### src/rtl/core/chw_pkg.sv
// ----------------------------------------------------------------------------
// chw_pkg
// Shared types and constants of the channel heartbeat watchdog.
// ----------------------------------------------------------------------------
package chw_pkg;

  localparam int unsigned Channels  = 16;
  localparam int unsigned ChBits    = 4;
  localparam int unsigned TimeBits  = 32;
  localparam int unsigned TmoBits   = 18;
  localparam int unsigned CfgIdxBits = 2;

  localparam logic [TmoBits-1:0] FallbackTmo = 18'd1000;

  typedef enum logic [2:0] {
    FUNC_TICK   = 3'd0,
    FUNC_MSG    = 3'd1,
    FUNC_EVENT  = 3'd2,
    FUNC_PLAN   = 3'd3,
    FUNC_CONFIG = 3'd4
  } func_e;

  typedef enum logic [2:0] {
    ST_OK       = 3'd0,
    ST_INACTIVE = 3'd1,
    ST_UNKNOWN  = 3'd2,
    ST_STALE    = 3'd3,
    ST_ERROR    = 3'd4
  } status_e;

  typedef enum logic [3:0] {
    RS_NONE     = 4'd0,
    RS_HB_TMO   = 4'd1,
    RS_MSG_TMO  = 4'd2,
    RS_DEADLINE = 4'd3,
    RS_QOS      = 4'd4,
    RS_LIVELY   = 4'd5
  } reason_e;

  typedef enum logic [1:0] {
    EV_DEADLINE = 2'd0,
    EV_QOS      = 2'd1,
    EV_LIVELY   = 2'd2
  } event_e;

  typedef enum logic [1:0] {
    CFG_CHECK  = 2'd0,
    CFG_STATUS = 2'd1,
    CFG_GRACE  = 2'd2
  } cfg_idx_e;

  typedef enum logic [2:0] {
    S_IDLE,
    S_READ,
    S_EVAL,
    S_OUT,
    S_FLUSH
  } state_e;

  typedef struct packed {
    logic [2:0]  func;
    logic [3:0]  channel;
    logic [1:0]  event_kind;
    logic [2:0]  planned_reason;
    logic        enable;
    logic        is_heartbeat;
    logic [15:0] dl_period;
    logic [15:0] lv_lease;
    logic [17:0] timeout_request_ms;
  } in_req_t;

  typedef struct packed {
    logic [3:0]  out_channel;
    logic [2:0]  status;
    logic [3:0]  reason;
    logic [31:0] age_ms;
    logic        last;
  } out_req_t;

  // per-channel record kept in the channel memory
  typedef struct packed {
    logic [TmoBits-1:0]  timeout;
    logic [TimeBits-1:0] last_msg;
    logic [TimeBits-1:0] last_rep;
  } chan_rec_t;

  // planned reason to report reason code
  function automatic logic [3:0] planned_code(input logic [2:0] p);
    logic [3:0] r;
    begin
      r = RS_NONE;
      if (p >= 3'd1 && p <= 3'd4) begin
        r = {1'b0, p} + 4'd5;
      end
      return r;
    end
  endfunction

endpackage

### src/rtl/core/channel_heartbeat_watchdog.sv
// ----------------------------------------------------------------------------
// channel_heartbeat_watchdog
// Sixteen-channel liveness watchdog with rate-limited status reports.
// ----------------------------------------------------------------------------
// Usage: one input channel (in_valid_i / in_stall_o / in_req_i) takes ticks,
// message arrivals, deadline, QoS and liveliness events, planned-state updates and channel setups.
// One output channel (out_valid_o / out_stall_i / out_req_o) delivers the
// status reports; last marks the final report caused by a request.
// Flow: one request at a time, in_stall_o is high until it is done. A
// non-sweep request passes memory read, evaluate and report/write back,
// then a flush step when it reports; a sweep tick visits all 16 channels,
// each through memory read, evaluate and report/write back, and ends with
// the flush step when it reports.
// Results: each report waits in a holding register until the next report
// or the end of the request is known, then moves to the output register.
// While out_stall_i is high the output is held and a second report stops
// the sequencer. Reset: registers return to their defaults, all channels
// disabled; the channel memory needs no clearing, entries are rewritten
// on setup before they are read.
// ----------------------------------------------------------------------------
module channel_heartbeat_watchdog (
  input  logic                            clk_i,
  input  logic                            rst_ni,
  input  logic                            in_valid_i,
  output logic                            in_stall_o,
  input  chw_pkg::in_req_t                in_req_i,
  output logic                            out_valid_o,
  input  logic                            out_stall_i,
  output chw_pkg::out_req_t               out_req_o,
  input  logic                            cfg_we_i,
  input  logic [chw_pkg::CfgIdxBits-1:0]  cfg_idx_i,
  input  logic [15:0]                     cfg_wdata_i
);
  import chw_pkg::*;

  // configuration registers
  logic [15:0] check_per_q, status_per_q, grace_q;

  always_ff @(posedge clk_i or negedge rst_ni) begin
    if (!rst_ni) begin
      check_per_q  <= 16'd100;
      status_per_q <= 16'd1000;
      grace_q      <= 16'd500;
    end else if (cfg_we_i) begin
      case (cfg_idx_i)
        CFG_CHECK:  check_per_q  <= cfg_wdata_i;
        CFG_STATUS: status_per_q <= cfg_wdata_i;
        CFG_GRACE:  grace_q      <= cfg_wdata_i;
        default: ;
      endcase
    end
  end

  // per-channel flag registers
  logic [Channels-1:0] en_q, kind_q, dl_on_q, lv_on_q, seen_q, pub_q;
  logic [2:0]          plan_q [Channels];
  logic [TimeBits-1:0] now_q;
  logic [15:0]         cnt_q;

  // channel memory, one read and one write port
  chan_rec_t mem [Channels];
  chan_rec_t rd_q;
  logic              mem_we;
  logic [ChBits-1:0] mem_wa, mem_ra;
  chan_rec_t         mem_wd;

  always_ff @(posedge clk_i) begin
    if (mem_we) begin
      mem[mem_wa] <= mem_wd;
    end
    rd_q <= mem[mem_ra];
  end

  // sequencer and report registers
  state_e            state_q, state_d;
  in_req_t           req_q;
  logic              sweep_q, sweep_d;
  logic [ChBits-1:0] ch_q, ch_d;
  out_req_t          pend_q, out_q, rep_now, pend_fl;
  logic              pend_v_q, out_valid_q;

  // evaluation of the channel held in ch_q
  logic [TimeBits-1:0] age, rep_el;
  logic                rate_ok, do_rep, ev_rep;
  logic [2:0]          st;
  logic [3:0]          rs;
  logic [TimeBits-1:0] rage;

  assign age    = now_q - rd_q.last_msg;
  assign rep_el = now_q - rd_q.last_rep;
  assign rate_ok = !pub_q[ch_q] || (rep_el >= {16'd0, status_per_q});

  always_comb begin
    st     = ST_OK;
    rs     = RS_NONE;
    rage   = '0;
    do_rep = 1'b0;
    ev_rep = 1'b0;
    if (sweep_q) begin
      if (en_q[ch_q]) begin
        do_rep = rate_ok;
        if (plan_q[ch_q] != 3'd0) begin
          st = ST_INACTIVE;
          rs = planned_code(plan_q[ch_q]);
        end else if (!seen_q[ch_q]) begin
          st = ST_UNKNOWN;
          rs = RS_HB_TMO;
        end else if (age > {14'd0, rd_q.timeout}) begin
          st   = ST_STALE;
          rs   = kind_q[ch_q] ? RS_HB_TMO : RS_MSG_TMO;
          rage = age;
        end else begin
          rage = age;
        end
      end
    end else begin
      case (req_q.func)
        FUNC_MSG: begin
          if (en_q[ch_q]) begin
            do_rep = rate_ok;
            if (plan_q[ch_q] != 3'd0) begin
              st = ST_INACTIVE;
              rs = planned_code(plan_q[ch_q]);
            end
          end
        end
        FUNC_EVENT: begin
          if (en_q[ch_q] && plan_q[ch_q] == 3'd0) begin
            rage = seen_q[ch_q] ? age : '0;
            if (req_q.event_kind == EV_DEADLINE && dl_on_q[ch_q]) begin
              ev_rep = 1'b1; st = ST_STALE; rs = RS_DEADLINE;
            end else if (req_q.event_kind == EV_QOS) begin
              ev_rep = 1'b1; st = ST_ERROR; rs = RS_QOS;
            end else if (req_q.event_kind == EV_LIVELY && lv_on_q[ch_q]) begin
              ev_rep = 1'b1; st = ST_ERROR; rs = RS_LIVELY;
            end
          end
        end
        default: ;
      endcase
    end
  end

  // derived timeout for channel setup
  logic [16:0] dmax;
  logic [17:0] tmo;
  assign dmax = {1'b0, (req_q.dl_period > req_q.lv_lease) ?
                req_q.dl_period : req_q.lv_lease} + {1'b0, grace_q};
  always_comb begin
    tmo = req_q.timeout_request_ms;
    if (tmo == '0) begin
      tmo = (dmax == '0) ? FallbackTmo : {1'b0, dmax};
    end
  end

  logic cfg_skip;
  assign cfg_skip = req_q.timeout_request_ms == '0 && req_q.is_heartbeat &&
                    req_q.dl_period == '0 && req_q.lv_lease == '0;

  logic        in_acc, out_free, last_ch, emit, adv, tick_now, sweep_go;
  logic [15:0] cnt_inc;
  assign in_acc   = in_valid_i && !in_stall_o;
  assign out_free = !out_valid_q || !out_stall_i;
  assign last_ch  = !sweep_q || (ch_q == ChBits'(Channels - 1));
  assign emit     = do_rep || ev_rep;
  // a channel step completes unless a second report meets a stalled output
  assign adv      = (state_q == S_OUT) && (!emit || !pend_v_q || out_free);
  assign tick_now = state_q == S_READ && !sweep_q && req_q.func == FUNC_TICK;
  assign cnt_inc  = cnt_q + 16'd1;
  assign sweep_go = tick_now && (cnt_inc >= check_per_q);

  // next state
  always_comb begin
    state_d = state_q;
    sweep_d = sweep_q;
    ch_d    = ch_q;
    case (state_q)
      S_IDLE: begin
        if (in_acc) begin
          state_d = S_READ;
          sweep_d = 1'b0;
          ch_d    = in_req_i.channel;
        end
      end
      S_READ: begin
        // a tick that hits the check period becomes a sweep from channel 0
        if (sweep_go) begin
          sweep_d = 1'b1;
          ch_d    = '0;
        end else begin
          state_d = S_EVAL;
        end
      end
      S_EVAL: begin
        state_d = S_OUT;
      end
      S_OUT: begin
        if (adv) begin
          if (last_ch) begin
            state_d = (emit || pend_v_q) ? S_FLUSH : S_IDLE;
          end else begin
            ch_d    = ch_q + ChBits'(1);
            state_d = S_READ;
          end
        end
      end
      S_FLUSH: begin
        if (out_free) begin
          state_d = S_IDLE;
        end
      end
      default: state_d = S_IDLE;
    endcase
  end

  // memory port control
  always_comb begin
    mem_ra = ch_d;
    mem_we = 1'b0;
    mem_wa = ch_q;
    mem_wd = rd_q;
    if (adv && do_rep) begin
      mem_we = 1'b1;
      mem_wd.last_rep = now_q;
    end
    if (adv && !sweep_q && req_q.func == FUNC_MSG && en_q[ch_q]) begin
      mem_we = 1'b1;
      mem_wd.last_msg = now_q;
    end
    if (adv && !sweep_q && req_q.func == FUNC_CONFIG &&
        req_q.enable && !cfg_skip) begin
      mem_we = 1'b1;
      mem_wd.timeout  = tmo;
      mem_wd.last_msg = '0;
      mem_wd.last_rep = '0;
    end
  end

  always_ff @(posedge clk_i or negedge rst_ni) begin
    if (!rst_ni) begin
      state_q     <= S_IDLE;
      sweep_q     <= 1'b0;
      ch_q        <= '0;
      now_q       <= '0;
      cnt_q       <= '0;
      en_q        <= '0;
      kind_q      <= '0;
      dl_on_q     <= '0;
      lv_on_q     <= '0;
      seen_q      <= '0;
      pub_q       <= '0;
      for (int i = 0; i < Channels; i++) plan_q[i] <= '0;
    end else begin
      state_q <= state_d;
      sweep_q <= sweep_d;
      ch_q    <= ch_d;
      // tick advances time once per request
      if (tick_now) begin
        now_q <= now_q + TimeBits'(1);
        cnt_q <= sweep_go ? 16'd0 : cnt_inc;
      end
      if (adv) begin
        if (do_rep) pub_q[ch_q] <= 1'b1;
        if (!sweep_q) begin
          case (req_q.func)
            FUNC_MSG: if (en_q[ch_q]) seen_q[ch_q] <= 1'b1;
            FUNC_PLAN: plan_q[ch_q] <= req_q.planned_reason;
            FUNC_CONFIG: begin
              if (!req_q.enable) begin
                en_q[ch_q]   <= 1'b0;
                seen_q[ch_q] <= 1'b0;
                pub_q[ch_q]  <= 1'b0;
              end else if (!cfg_skip) begin
                en_q[ch_q]    <= 1'b1;
                kind_q[ch_q]  <= req_q.is_heartbeat;
                dl_on_q[ch_q] <= req_q.dl_period != '0;
                lv_on_q[ch_q] <= req_q.lv_lease != '0;
                seen_q[ch_q]  <= 1'b0;
                pub_q[ch_q]   <= 1'b0;
              end
            end
            default: ;
          endcase
        end
      end
    end
  end

  // request capture
  always_ff @(posedge clk_i) begin
    if (in_acc) begin
      req_q <= in_req_i;
    end
  end

  // report of the current step and the held report with its last flag
  always_comb begin
    rep_now.out_channel = ch_q;
    rep_now.status      = st;
    rep_now.reason      = rs;
    rep_now.age_ms      = 32'(rage);
    rep_now.last        = 1'b0;
    pend_fl             = pend_q;
    pend_fl.last        = state_q == S_FLUSH;
  end

  // a report is held until the next one shows it was not the final one
  logic push_out;
  assign push_out = (adv && emit && pend_v_q) || (state_q == S_FLUSH && out_free);

  always_ff @(posedge clk_i or negedge rst_ni) begin
    if (!rst_ni) begin
      pend_v_q    <= 1'b0;
      out_valid_q <= 1'b0;
    end else begin
      if (adv && emit) begin
        pend_v_q <= 1'b1;
      end else if (state_q == S_FLUSH && out_free) begin
        pend_v_q <= 1'b0;
      end
      if (push_out) begin
        out_valid_q <= 1'b1;
      end else if (!out_stall_i) begin
        out_valid_q <= 1'b0;
      end
    end
  end

  always_ff @(posedge clk_i) begin
    if (adv && emit) begin
      pend_q <= rep_now;
    end
    if (push_out) begin
      out_q <= pend_fl;
    end
  end

  assign out_req_o   = out_q;
  assign out_valid_o = out_valid_q;
  assign in_stall_o  = state_q != S_IDLE;

  // checks
  property p_out_hold;
    @(posedge clk_i) disable iff (!rst_ni)
      out_valid_o && out_stall_i |=> out_valid_o && $stable(out_req_o);
  endproperty
  a_out_hold: assert property (p_out_hold) else $error("report changed while stalled");

  a_idle_take: assert property (@(posedge clk_i) disable iff (!rst_ni)
    in_valid_i && !in_stall_o |-> state_q == S_IDLE)
    else $error("request taken while busy");

  a_sweep_ch: assert property (@(posedge clk_i) disable iff (!rst_ni)
    $rose(sweep_q) |-> ch_q == '0)
    else $error("sweep did not start at channel zero");

endmodule
### config.mk
export PLATFORM = sky130hd
export DESIGN_NAME = channel_heartbeat_watchdog
export DESIGN_NICKNAME = d
export VERILOG_FILES = /design/src/rtl/core/chw_pkg.sv /design/src/rtl/core/channel_heartbeat_watchdog.sv
export SDC_FILE = /design/constraint.sdc
export NUM_CORES = 2
export LEC_CHECK = 0
export ABC_AREA = 1
export BUFFER_PORTS_ARGS = -buffer_cell sky130_fd_sc_hd__buf_2
export CAP_MARGIN = 25
export CELL_PAD_IN_SITES_DETAIL_PLACEMENT = 0
export CELL_PAD_IN_SITES_GLOBAL_PLACEMENT = 2
export CORE_MARGIN = 1.5
export CORE_UTILIZATION = 38
export CTS_BUF_LIST = sky130_fd_sc_hd__clkbuf_16
export DETAILED_ROUTE_END_ITERATION = 10
export PLACE_DENSITY_LB_ADDON = 0.25
export SLEW_MARGIN = 20
export SYNTH_ARGS = -nofsm -noshare
export SYNTH_HDL_FRONTEND = slang
export SYNTH_SLANG_ARGS = --single-unit
### constraint.sdc
create_clock -name clk_i -period 15.1 [get_ports clk_i]
set_input_delay 3.02 -clock clk_i [delete_from_list [all_inputs] [get_ports clk_i]]
set_output_delay 3.02 -clock clk_i [all_outputs]
set_load 0.1 [all_outputs]
# Word-level counts from Yosys, hierarchy flattened
# Memories as Yosys holds them, arrays and structs flattened. A register that Yosys moved wholly into a read port is not among the register bits.
# Index checks and enable logic that the tools add are counted.
# word_totals
register_bits	397
latchBits	0
ramBits	1312
romBits	0
out_inout_bits	46
word_cells	271
n_memories	1
# classes
addsub	7
n_mul	0
div	0
n_lt_le_gt_ge	10
eq_ne	22
shifts	0
mux	107
bitwise	10
n_reduce_logical	65
# memory_table
name	words	width	read_ports	rd_clocked_by_memory_dff	wr	line	rtl
mem	16	82	1	1	1	channel_heartbeat_watchdog.sv:61	chan_rec_t mem [Channels];
# op_table
operator	count
$mux W32	8
$mux W16	13
$mux W82	1
$sub A32 B32 Y32	2
$mux W3	18
$and A16 B16 Y16	3
$bwmux W16	3
$bwmux W48	1
$or A16 B16 Y16	3
$mux W4	10
$add A32 B1 Y32 const B	1
$ge A32 B16 Y1	1
$gt A32 B18 Y1	1
$logic_not A16 Y1	2
$pmux W16 S2	1
$reduce_bool A16 Y1	2
$mux W1	29
$bmux W1 S4	6
$logic_and A1 B1 Y1	24
$logic_not A18 Y1	1
$mux W18	1
$add A16 B16 Y17	1
$logic_not A17 Y1	1
$mux W17	1
42 further kinds	87

# Logic depth before layout (Yosys ltp)
# logic_depth
depth_word	21
depth_mapped	37

# Worst setup path before layout
# Ideal clock, no wire load.
# synth_timing
kind	input-to-reg
from	input in_valid_i
to	register, netlist name rd_q[10]
setup_ns	0.113
arrival_time_ns	7.057
required_ns	14.987
slack_ns	7.930
cell_stages	13
path_cell_list	inv_1 -> nor2_1 -> a21oi_1 -> nand2_2 -> nand2_4 -> nand2_4 -> buf_2 -> buf_2 -> nand2_1 -> nand3_1 -> nand3_1 -> nand3_1 -> nand2_1
# synth_via
elab_chain_cells	3
# synth_rtl
item	line	rtl
start: declaration	channel_heartbeat_watchdog.sv:24	input logic in_valid_i,
$logic_and A1 B1 Y1	channel_heartbeat_watchdog.sv:162	assign in_acc = in_valid_i && !in_stall_o;
net in_acc	channel_heartbeat_watchdog.sv:160	logic in_acc, out_free, last_ch, emit, adv, tick_now, sweep_go;
$mux W4	channel_heartbeat_watchdog.sv:179	if (in_acc) begin
$pmux W4 S3	channel_heartbeat_watchdog.sv:177	case (state_q)
# The timed path passes the listed nets, and every way through them passes these cells.
# A chain may end at the register's enable or synchronous reset.

# Final worst setup path
# layout_timing
from	register now_q[0]
to	memory mem[10][73] in the netlist's numbering (enable)
# layout_via
elab_chain_cells	18
# layout_rtl
item	line	rtl
start: declaration	channel_heartbeat_watchdog.sv:57	logic [TimeBits-1:0] now_q;
start signal: assignment	channel_heartbeat_watchdog.sv:259	now_q <= now_q + TimeBits'(1);
$sub A32 B32 Y32 *	channel_heartbeat_watchdog.sv:90	assign rep_el = now_q - rd_q.last_rep;
$ge A32 B16 Y1 *	channel_heartbeat_watchdog.sv:91	assign rate_ok = !pub_q[ch_q] || (rep_el >= {16'd0, status_per_q});
$logic_or A1 B1 Y1 *	channel_heartbeat_watchdog.sv:91	
$mux W1 *	channel_heartbeat_watchdog.sv:100, channel_heartbeat_watchdog.sv:119	
$mux W1	channel_heartbeat_watchdog.sv:117	case (req_q.func)
$mux W1 *	channel_heartbeat_watchdog.sv:99	if (sweep_q) begin
$logic_or A1 B1 Y1	channel_heartbeat_watchdog.sv:165	assign emit = do_rep || ev_rep;
$logic_not A1 Y1	channel_heartbeat_watchdog.sv:167	assign adv = (state_q == S_OUT) && (!emit || !pend_v_q || out_free);
$logic_or A1 B1 Y1 (2 in a row)	channel_heartbeat_watchdog.sv:167	
$logic_and A1 B1 Y1	channel_heartbeat_watchdog.sv:167	
$logic_and A1 B1 Y1	channel_heartbeat_watchdog.sv:226, channel_heartbeat_watchdog.sv:230	
$logic_and A1 B1 Y1, on equally long branches (2 in a row)	channel_heartbeat_watchdog.sv:226, channel_heartbeat_watchdog.sv:230	
$mux W1 or $logic_and A1 B1 Y1 (tied branches)	channel_heartbeat_watchdog.sv:226, channel_heartbeat_watchdog.sv:231	
$mux W1 *	channel_heartbeat_watchdog.sv:230	if (adv && !sweep_q && req_q.func == FUNC_CONFIG &&
$mux W1 *	channel_heartbeat_watchdog.sv:68	if (mem_we) begin
$mux W1 (not written as such) *	channel_heartbeat_watchdog.sv:69	mem[mem_wa] <= mem_wd;
end: declaration	channel_heartbeat_watchdog.sv:61	
# Mark *: on every way between the ends. The rest lies on a longest branch, timed or not.

==> out/results.ini <==
[critical_path]
cpMaxStageDelayCell=buf_4
type_of_the_worst_setup_path=register to register
startpoint_type=register
timing.critical_path.max_delay_family=simple AND/OR/NAND/NOR gates
worst_path_most_repeated_cell=nand2_1
cp_max_fo=49
data_required_time_of_the_worst_path_ns=15.55
cp_data_arrival_time_ns=7.66
critical-path-max-stage-delay_ns=0.86
end_kind=register
critical_path_buf_inv_count=7

[power]
ir_worst_vdd_mv=0.278
leakage_power_figure_nw=39.6
total_power_mw=22.0
power-per-cell-area_mw_per_mm2=237

[drt]
drc=0
met1Wirelength_mm=125
wl_met3_mm=15.0
drt_iter0_drc=5014
routed-wl-met2_mm=116
totalWireLength_mm=261
routed.top_layer=met4
route.antenna.remaining_nets=0
routed-via-count=59332
avgViaCountPerCell=5.14
drt-wirelength-per-cell_um=22.6
detail_route.first_pass.iterations=6

[yosys]
yosys_most_used_dff=edfxtp_1
post_synth.cell_area_avg_um2=9.76
async_flop_share_pct=14.0
post_synth_inst_count=8472
seq_area_frac_synth_pct=62.6
number_of_enable_type_register_cells_in_the_synthesized_netlist=1459
post-synth-top-count-cell=nand2_1
yosys_top_cell_by_area=edfxtp_1
syn_warnings=0
synth_top_area_share_pct=53.0
synth_nets=8715
synth.area.top_cells=edfxtp_1 53%, nand2_1 9.8%, nand3_1 9.4%
synthDistinctLibCells=62
synthesis_stage_register_bit_count=1791
synthesis.area_mm2=0.0827
synth_commonest_cells=2169 x nand2_1, 1559 x nand3_1, 1459 x edfxtp_1, 1172 x inv_1, 302 x o21ai_0

[place]
gpl.final_weighted_congestion=0.848
dp.cells=11148
placement.cell_area_mm2=0.0861
post-place-ws_ns=7.48
io_port_bufs=132
detailed_place_hpwl_mm=155

[sta]
slew_headroom_pct=25.0
max_clock_skew_ns=0.0285
totalNegativeSetupSlack_ns=0
setup_viol_count_final=0
holdWs_ns=0.415
min_period_over_period_pct=47.8
worst-slew-pin-transition_ns=1.13
setup_ws_ns=7.89
final_hold_violation_count=0
finalCriticalPeriod_ns=7.21
count_of_final_max_slew_check_failures=0
grt_setup_unrepaired=false
achievable-frequency_ghz=0.139

[cells_and_area]
layout-drive-gt1-share_pct=7.74
final_cells=11538
nets_final=8751
finish.instance_area_mm2=0.0925
area_growth_syn_to_layout_pct=11.9
layout.core_utilization_pct=42.7

[hold_path]
hold_class=register to register

[clocking]
post_cts_resized=0
cts_root_buffer=clkbuf_16
cts_max_path_buffers=3
h-tree-depth=4
worst_skew_pair.late_latency_ns=0.85
cts_hold_buf=0
cts_tree=done
cts_post_setup_buffers_inserted=0
numClockSinks=1791
clk_pin_slew_worst_paths_ns=0.06
cts_buffers=195

[die]
die_area_mm2=0.220
standard_cell_rows=171
dieHeight_um=469
floorplan.io_pins=133
coreArea_mm2=0.217
initial_core_util_pct=38.1
die_wd_um=469

[global_route]
grt_overflow=0
number_of_antenna_violations_at_the_first_check_in_global_routing=10
grt_pass1_vias=56716
grt_max_degree=174
groute.usage.overall_pct=23.3
grt_first_pass_wirelength_mm=389

[job]
maxCapViolCount=0

[run_status]
outcome=complete, no violations

-- power breakdown --
group          total, mW  internal, mW  switching (mW)  leakage (nW)
logic               10.9          2.76            8.14          19.4
clock network       4.54          2.52            2.01          3.18
registers           6.53          6.33           0.201          17.0
total               22.0          11.6            10.4          39.6
-- registers in the layout (all words and copies together), names as in the netlist, 32 cells and up, named ones only --
name / count
pend_fl: 43
mem: 1312
req_q: 60
plan_q: 48
out_req_o: 44
rd_q: 82
now_q: 32
-- path summary, 6_finish.rpt --
path / start / to / slack, ns / cells after the start
setup reg to reg: now_q[0] / mem[10][73] / 7.89 / 34
setup / recovery: now_q[0] / mem[10][73] / 7.89 / 34
max in group asynchronous: rst_ni / ch_q[0] / 9.99 / 4
hold reg to reg: pend_fl[22] / out_req_o[22] / 0.41 / 0
min in group asynchronous: rst_ni / check_per_q[13] / 2.13 / 1
hold / removal: pend_fl[22] / out_req_o[22] / 0.41 / 0
-- routing by layer --
metal	track usage, %	vias to the layer above
met4	4.72	0
li1	-	28299
met2	35.9	1683
met5	0	-
met1	35.1	29080
met3	3.02	270
-- layout by cell type, fill, tap and decap left out, drive strengths merged, types with 3 or more instances in the layout --
cell / instances
nand2: 2181
nand3: 1563
edfxtp: 1459
inv: 1250
o21ai: 325
nor2: 296
a21oi: 270
buf: 262
dfrtp: 235
clkbuf: 200
ha: 153
clkinv: 84
dfxtp: 82
xor2: 72
nor3: 40
nand4: 36
o22ai: 27
xnor2: 22
dfstp: 15
nor4: 15
bufinv: 8
a21o: 7
a31oi: 7
clkinvlp: 7
o21bai: 7
diode: 6
nand3b: 5
or2: 5
a211oi: 4
o221ai: 4
o31ai: 4
mux2: 4
o211ai: 3
o21a: 3
a21boi: 3
fa: 3
-- layout make-up --
cell class / instances / area [um2]
Antenna cell: 6 / 15.0
Clock inverter: 167 / 1020
Timing Repair Buffer: 262 / 1920
Sequential cell: 1791 / 51700
Inverter: 1182 / 4530
Multi-Input combinational cell: 5076 / 24700
Clock buffer: 200 / 5000
Tap cell: 2854 / 3570
Fill cell: 20811 / 124000
-- cell families (layout without fill, tap and decap cells) --
logic type,after synthesis,in the layout,share of synthesized area (%)
AO/OA/AOI/OAI,672,672,4.29
XOR/XNOR,94,94,0.996
adder cells (fa/ha/maj),156,156,2.39
buffers and inverters,1605,1811,7.97
flip-flops,1791,1791,62.6
multiplexers,4,4,0.0545
other,0,6,0
AND/OR/NAND/NOR,4150,4150,21.7
No activity file was read; power rests on OpenSTA's default activity.
